## src/sv/crc8d_pkg.sv

```systemverilog
`default_nettype none

package crc8d_pkg;

  // Frame parser phase, one-hot
  typedef enum logic [5:0] {
    PH_IDLE     = 6'b000001,
    PH_LEN_LO   = 6'b000010,
    PH_LEN_HI   = 6'b000100,
    PH_HEAD_CRC = 6'b001000,
    PH_DATA     = 6'b010000,
    PH_BODY_CRC = 6'b100000
  } phase_t;

  // Result kinds
  typedef logic [2:0] kind_t;
  localparam kind_t KIND_STORED    = 3'd0;
  localparam kind_t KIND_LINE      = 3'd1;
  localparam kind_t KIND_OK        = 3'd2;
  localparam kind_t KIND_CRC_ERR   = 3'd3;
  localparam kind_t KIND_TOO_LARGE = 3'd4;

  // Configuration register indexes
  typedef logic [1:0] cfg_idx_t;
  localparam cfg_idx_t CFG_START_BYTE   = 2'd0;
  localparam cfg_idx_t CFG_CRC_POLY     = 2'd1;
  localparam cfg_idx_t CFG_BUFFER_LIMIT = 2'd2;

  localparam logic [7:0]  NEWLINE_BYTE       = 8'h0A;
  localparam logic [7:0]  CRC_INIT           = 8'h00;
  localparam logic [7:0]  START_BYTE_RST     = 8'h55;
  localparam logic [7:0]  CRC_POLY_RST       = 8'h07;
  localparam logic [15:0] BUFFER_LIMIT_RST   = 16'd256;

  // One byte of MSB-first CRC-8
  function automatic logic [7:0] crc8_next(input logic [7:0] crc, input logic [7:0] poly,
                                           input logic [7:0] data);
    logic [7:0] c;
    c = crc ^ data;
    for (int i = 0; i < 8; i++) begin
      if (c[7]) begin
        c = {c[6:0], 1'b0} ^ poly;
      end else begin
        c = {c[6:0], 1'b0};
      end
    end
    return c;
  endfunction

endpackage

`default_nettype wire

```

## src/sv/crc8_packet_deframer.sv

```systemverilog
`default_nettype none
// Latency: a result word appears on out_* the cycle after its byte is accepted.
// Throughput: one byte per cycle while no result is held back; the CRC-8 update
// and phase decode are combinational between parser state and result register.
// A byte is taken whenever the result register is empty or drained that cycle.
// Reset (rst_n low, synchronous): parser idle, counts and CRC cleared,
// registers back to start 0x55, poly 0x07, limit 256; no result pending.

module crc8_packet_deframer (
  input  wire                     clk,
  input  wire                     rst_n,
  input  wire                     cfg_we,
  input  wire crc8d_pkg::cfg_idx_t cfg_index,
  input  wire [15:0]              cfg_wdata,
  input  wire                     in_valid,
  output logic                    in_ready,
  input  wire [7:0]               in_rx_byte,
  output logic                    out_valid,
  input  wire                     out_ready,
  output crc8d_pkg::kind_t        out_kind,
  output logic [7:0]              out_byte_value,
  output logic [15:0]             out_byte_index,
  output logic [15:0]             out_length
);
  import crc8d_pkg::*;

  logic [7:0]  start_byte_r;
  logic [7:0]  crc_poly_r;
  logic [15:0] buffer_limit_r;

  phase_t      phase_r, phase_nxt;
  logic [15:0] count_r, count_nxt;
  logic [15:0] position_r, position_nxt;
  logic [7:0]  crc_r, crc_nxt;

  logic        out_valid_r;
  kind_t       kind_r;
  logic [7:0]  byte_value_r;
  logic [15:0] byte_index_r, length_r;

  logic        emit;
  kind_t       kind_nxt;
  logic [7:0]  byte_value_nxt;
  logic [15:0] byte_index_nxt, length_nxt;

  logic        in_fire;
  logic [7:0]  crc_upd;
  logic [15:0] pos_inc;
  logic [16:0] count_inc;
  logic [15:0] len_full;

  assign in_ready = !out_valid_r || out_ready;
  assign in_fire  = in_valid && in_ready;

  // Datapath pieces factored out of the parser
  assign crc_upd   = crc8_next(phase_r == PH_LEN_LO ? CRC_INIT : crc_r, crc_poly_r, in_rx_byte);
  assign pos_inc   = position_r + 16'd1;
  assign count_inc = {1'b0, count_r} + 17'd1;
  assign len_full  = count_r | {in_rx_byte, 8'h00};

  // Parser next state and result word
  always_comb begin
    phase_nxt      = phase_r;
    count_nxt      = count_r;
    position_nxt   = position_r;
    crc_nxt        = crc_r;
    emit           = 1'b0;
    kind_nxt       = KIND_STORED;
    byte_value_nxt = 8'h00;
    byte_index_nxt = 16'h0000;
    length_nxt     = 16'h0000;
    case (phase_r)
      PH_LEN_LO: begin
        count_nxt = {8'h00, in_rx_byte};
        crc_nxt   = crc_upd;
        phase_nxt = PH_LEN_HI;
      end
      PH_LEN_HI: begin
        if (len_full > buffer_limit_r) begin
          phase_nxt  = PH_IDLE;
          count_nxt  = 16'h0000;
          emit       = 1'b1;
          kind_nxt   = KIND_TOO_LARGE;
          length_nxt = len_full;
        end else begin
          count_nxt    = len_full;
          position_nxt = 16'h0000;
          crc_nxt      = crc_upd;
          phase_nxt    = PH_HEAD_CRC;
        end
      end
      PH_HEAD_CRC: begin
        if (crc_r == in_rx_byte) begin
          phase_nxt = (count_r == 16'h0000) ? PH_BODY_CRC : PH_DATA;
        end else begin
          phase_nxt = PH_IDLE;
          count_nxt = 16'h0000;
        end
      end
      PH_DATA: begin
        crc_nxt        = crc_upd;
        position_nxt   = pos_inc;
        if (pos_inc >= count_r) phase_nxt = PH_BODY_CRC;
        emit           = 1'b1;
        kind_nxt       = KIND_STORED;
        byte_value_nxt = in_rx_byte;
        byte_index_nxt = position_r;
      end
      PH_BODY_CRC: begin
        phase_nxt  = PH_IDLE;
        count_nxt  = 16'h0000;
        emit       = 1'b1;
        kind_nxt   = (crc_r == in_rx_byte) ? KIND_OK : KIND_CRC_ERR;
        length_nxt = count_r;
      end
      default: begin
        // Text line handling outside frames, and start byte detection
        phase_nxt = PH_IDLE;
        if (in_rx_byte == start_byte_r) begin
          phase_nxt = PH_LEN_LO;
          if (count_r != 16'h0000) begin
            count_nxt  = 16'h0000;
            emit       = 1'b1;
            kind_nxt   = KIND_LINE;
            length_nxt = count_r;
          end
        end else if (count_inc >= {1'b0, buffer_limit_r} || in_rx_byte == NEWLINE_BYTE) begin
          count_nxt  = 16'h0000;
          emit       = 1'b1;
          kind_nxt   = KIND_LINE;
          length_nxt = count_r;
        end else begin
          count_nxt      = count_inc[15:0];
          emit           = 1'b1;
          kind_nxt       = KIND_STORED;
          byte_value_nxt = in_rx_byte;
          byte_index_nxt = count_r;
        end
      end
    endcase
  end

  // Configuration registers
  always_ff @(posedge clk) begin
    if (!rst_n) begin
      start_byte_r   <= START_BYTE_RST;
      crc_poly_r     <= CRC_POLY_RST;
      buffer_limit_r <= BUFFER_LIMIT_RST;
    end else if (cfg_we) begin
      case (cfg_index)
        CFG_START_BYTE:   start_byte_r   <= cfg_wdata[7:0];
        CFG_CRC_POLY:     crc_poly_r     <= cfg_wdata[7:0];
        CFG_BUFFER_LIMIT: buffer_limit_r <= cfg_wdata;
        default: ;
      endcase
    end
  end

  // Parser state
  always_ff @(posedge clk) begin
    if (!rst_n) begin
      phase_r    <= PH_IDLE;
      count_r    <= 16'h0000;
      position_r <= 16'h0000;
      crc_r      <= 8'h00;
    end else if (in_fire) begin
      phase_r    <= phase_nxt;
      count_r    <= count_nxt;
      position_r <= position_nxt;
      crc_r      <= crc_nxt;
    end
  end

  // Result register
  always_ff @(posedge clk) begin
    if (!rst_n) begin
      out_valid_r <= 1'b0;
    end else if (in_fire) begin
      out_valid_r <= emit;
    end else if (out_ready) begin
      out_valid_r <= 1'b0;
    end
  end

  always_ff @(posedge clk) begin
    if (in_fire && emit) begin
      kind_r       <= kind_nxt;
      byte_value_r <= byte_value_nxt;
      byte_index_r <= byte_index_nxt;
      length_r     <= length_nxt;
    end
  end

  assign out_valid      = out_valid_r;
  assign out_kind       = kind_r;
  assign out_byte_value = byte_value_r;
  assign out_byte_index = byte_index_r;
  assign out_length     = length_r;

endmodule

`default_nettype wire
```

## config.mk

```make
export PLATFORM = sky130hd
export DESIGN_NAME = crc8_packet_deframer
export DESIGN_NICKNAME = d
export VERILOG_FILES = /design/src/sv/crc8d_pkg.sv /design/src/sv/crc8_packet_deframer.sv
export SDC_FILE = /design/constraint.sdc
export NUM_CORES = 1
export LEC_CHECK = 0
export ABC_CLOCK_PERIOD_IN_PS = 8150
export BUFFER_PORTS_ARGS = -buffer_cell sky130_fd_sc_hd__buf_2
export CORE_MARGIN = 2
export CORE_UTILIZATION = 28
export CTS_BUF_LIST = sky130_fd_sc_hd__clkbuf_2
export DETAILED_ROUTE_END_ITERATION = 8
export PLACE_DENSITY = 0.47
export SETUP_SLACK_MARGIN = 0.4
export SYNTH_ARGS = -nofsm -noshare
export SYNTH_HDL_FRONTEND = slang
export SYNTH_SLANG_ARGS = --single-unit
```

## constraint.sdc

```tcl
create_clock -name clk -period 8.15 [get_ports clk]
set_input_delay 1.2225 -clock clk [delete_from_list [all_inputs] [get_ports clk]]
set_output_delay 1.2225 -clock clk [all_outputs]
set_load 0.02 [all_outputs]
```

==> impl_metrics.toml <==
[timing]
max_freq_ghz = 0.188
fin_setup_tns_ns = 0
hold_viol = 0
fin_crit_sh = 0.651
setup_violations = 0
skew_ns = 0.0477
max-slew-margin-rel = 0.242
fin_ws_ns = 2.84
worstMarginPinSlew_ns = 1.13
period_needed_ns = 5.31
drv_slew = 0
rsz0062_at_grt = "no"

[placed_design]
io_buffers = 75
post_dp_cell_area_um2 = 9410
dp_hpwl_mm = 19.7
dp.cells = 1458
dp_slack_ns = 2.37
place_congestion = 0.839

[run]
max-cap-violations = 0

[synth]
synth_warnings = 0
synth_seq_cells = 122
synth-edff-count = 43
ys_seq_area_frac = 0.328
syn-cell-area_um2 = 8770
syn_nets = 1130
syn_inst = 1048
ys_types = 83
synthFlopType = "dfxtp_1"
async_reset_ff_frac = 0
synth_area_per_cell_um2 = 8.37

[route]
wl_mm = 26.8
ant_nets = 0
wl_per_cell_um = 18.0
drt_iter0_drc = 577
drt-pass1-iter-count = 5
viasPerCell = 5.24
vias = 7820
drc = 0

[power]
power_density_nw_per_um2 = 157
pwr-share-clk = 0.277
p_sw_frac = 0.344
power.switching_mw = 0.522
seqPwrFrac = 0.459
pwr-share-comb = 0.263
peakVddDrop_v = 0.0000740
leakage_nw = 3.82
p_int_mw = 0.994

[critical_path]
critPathKind = "reg -> reg"
required_ns = 8.68
path_cells = "inv_1 -> nor4_1 -> nand2_1 -> nor3_1 -> nand3_1 -> nor2_1 -> nand2_1 -> xnor2_1 -> ha_1 -> nand4b_1 -> nor4_1 -> a211oi_1 -> nand3_1 -> a21oi_1 -> inv_1 -> o21ai_0 -> and2_1"
crit_family = "simple AND/OR/NAND/NOR gates"
path_max_fanout = 8
critPathLaunchType = "flip-flop"
crit_path_end_kind = "flip-flop"
crit_slowest_cell = "o21ai_0"
slowest_delay_ns = 0.90
ff2ff_setup_slack_ns = 2.84
critical_path_buf_inv_count = 2
cp.arrival_ns = 5.84

[grt]
grt_pass1_vias = 7445
grt_pass1_wl_mm = 42.3
globalRouteTotalUtil = 0.163
antenna_found_initial = 1
overflow = 0
grt_max_degree = 44

[clocking]
clock_path_buffers = 2
cts-root-buf = "clkbuf_2"
cts-resized-gates = 0
cts_hold_buf = 0
clkTransAtPathRegs_ns = 0.18
cts_setup_buffers = 0
cts.sink_count = 122
h-tree-depth = 4
numCtsBuffers = 17
cts_tree = "yes"
worstSkewPairLatency_ns = 0.72

[finish]
final_cells = 1492
drive_gt1_frac = 0.136
area_delta_synth_final_pct = 10.3
final_nets = 1163
final_area_um2 = 9670

[die]
die_w_um = 181
rows = 64
die_h_um = 181
initial_core_util = 0.285
io_pins = 76
core_area_um2 = 30700
die_area_um2 = 32700

[worst_hold_path]
hold_class = "reg -> reg"

[status]
status = "completed"
-- synth_stat cells, types with 5 or more instances --
cell,instances,area (µm²)
a211oi_1,16,120
a21o_1,19,143
a21oi_1,67,335
a22o_1,18,158
a22oi_1,15,113
a311oi_1,6,52.6
a31oi_1,5,31.3
and2_1,11,68.8
and3_1,23,144
clkbuf_1,60,225
dfxtp_1,79,1580
edfxtp_1,43,1290
ha_1,51,638
inv_1,40,150
mux2i_1,14,140
nand2_1,142,533
nand2b_1,7,43.8
nand3_1,33,165
nand3b_1,9,67.6
nand4_1,17,106
nor2_1,85,319
nor2b_1,9,56.3
nor3_1,12,60.1
nor4_1,10,62.6
nor4bb_1,7,70.1
o211a_1,5,50.1
o211ai_1,10,75.1
o21a_1,5,37.5
o21ai_0,46,230
o31a_1,5,43.8
or2_2,9,56.3
xnor2_1,60,526
xor2_1,23,201
-- tightest hold or removal path: stages, from the launching register on --
cell and delay (ns):
dfxtp_1 0.35, nand2_1 0.05, a21oi_1 0.05
-- kinds of logic after synthesis --
kind of cell               Yosys count  synth area share
and+or+nand+nor                    396             0.226
AOI/OAI and AO/OA                  265             0.213
DFF                                122             0.328
buffers and inverters              109            0.0492
xor gates and xnor gates            87            0.0903
adders and majority gates           51            0.0728
muxes                               18            0.0211
-- power by group through the flow --
stage          Clock (mW)  Combinational [mW]  Sequential, mW
5_1_grt             0.455               0.441           0.701
4_1_cts             0.433               0.401           0.697
3_3_place_gp            0               0.397           0.710
6_report            0.421               0.399           0.697
2_1_floorplan           0               0.273           0.721
3_5_place_dp            0               0.400           0.710
-- area by class of cell --
| type | instances | area, µm² |
|---|---|---|
| Fill cell | 3360 | 21100 |
| Multi-Input combinational cell | 817 | 5470 |
| Timing Repair Buffer | 81 | 420 |
| Sequential cell | 122 | 2870 |
| Tap cell | 396 | 495 |
| Clock buffer | 21 | 105 |
| Inverter | 42 | 158 |
| Clock inverter | 11 | 144 |
| Antenna cell | 2 | 5.00 |
-- per-layer routing --
| metal | global-route usage | share of wire | wire length, µm |
|---|---|---|---|
| met1 | 0.215 | 0.45 | 12200 |
| met3 | 0.0210 | 0.045 | 1200 |
| met5 | 0 | 0 | 0 |
| met2 | 0.276 | 0.48 | 12800 |
| met4 | 0.0556 | 0.025 | 675 |
-- through the flow --
stage | hold WS [ns] | util | power, mW
after CTS | 0.471 | 0.314 | 1.53
final | 0.469 | 0.314 | 1.52
after detailed placement | 0.449 | 0.306 | 1.11
after floorplan | 0.436 | - | 0.994
after global routing | 0.496 | 0.314 | 1.60
after global placement | 0.443 | 0.306 | 1.11
-- cell usage in the layout (no fill, tap or decap), drive strengths merged, types with 23 or more instances in the layout --
cell,n
a21oi,67
and3,23
buf,81
dfxtp,79
edfxtp,43
ha,51
inv,42
nand2,142
nand3,33
nor2,85
o21ai,48
xnor2,61
xor2,26
-- registers in the layout, indices dropped and copies added, names as in the netlist --
signal / count
out_byte_index: 16
position_r: 16
count_r: 16
out_byte_value: 8
phase_r: 6
crc_r: 8
out_length: 16
out_valid: 1
buffer_limit_r: 16
crc_poly_r: 8
out_kind: 3
start_byte_r: 8
-- worst paths after layout --
kind	start	end	cells past startpoint
hold reg to reg	buffer_limit_r[3]	buffer_limit_r[3]	2
setup reg to reg	count_r[3]	out_byte_value[7]	17
setup / recovery	count_r[3]	out_byte_value[7]	17
hold / removal	buffer_limit_r[3]	buffer_limit_r[3]	2
Note: power is estimated with default switching activity, not from simulation.
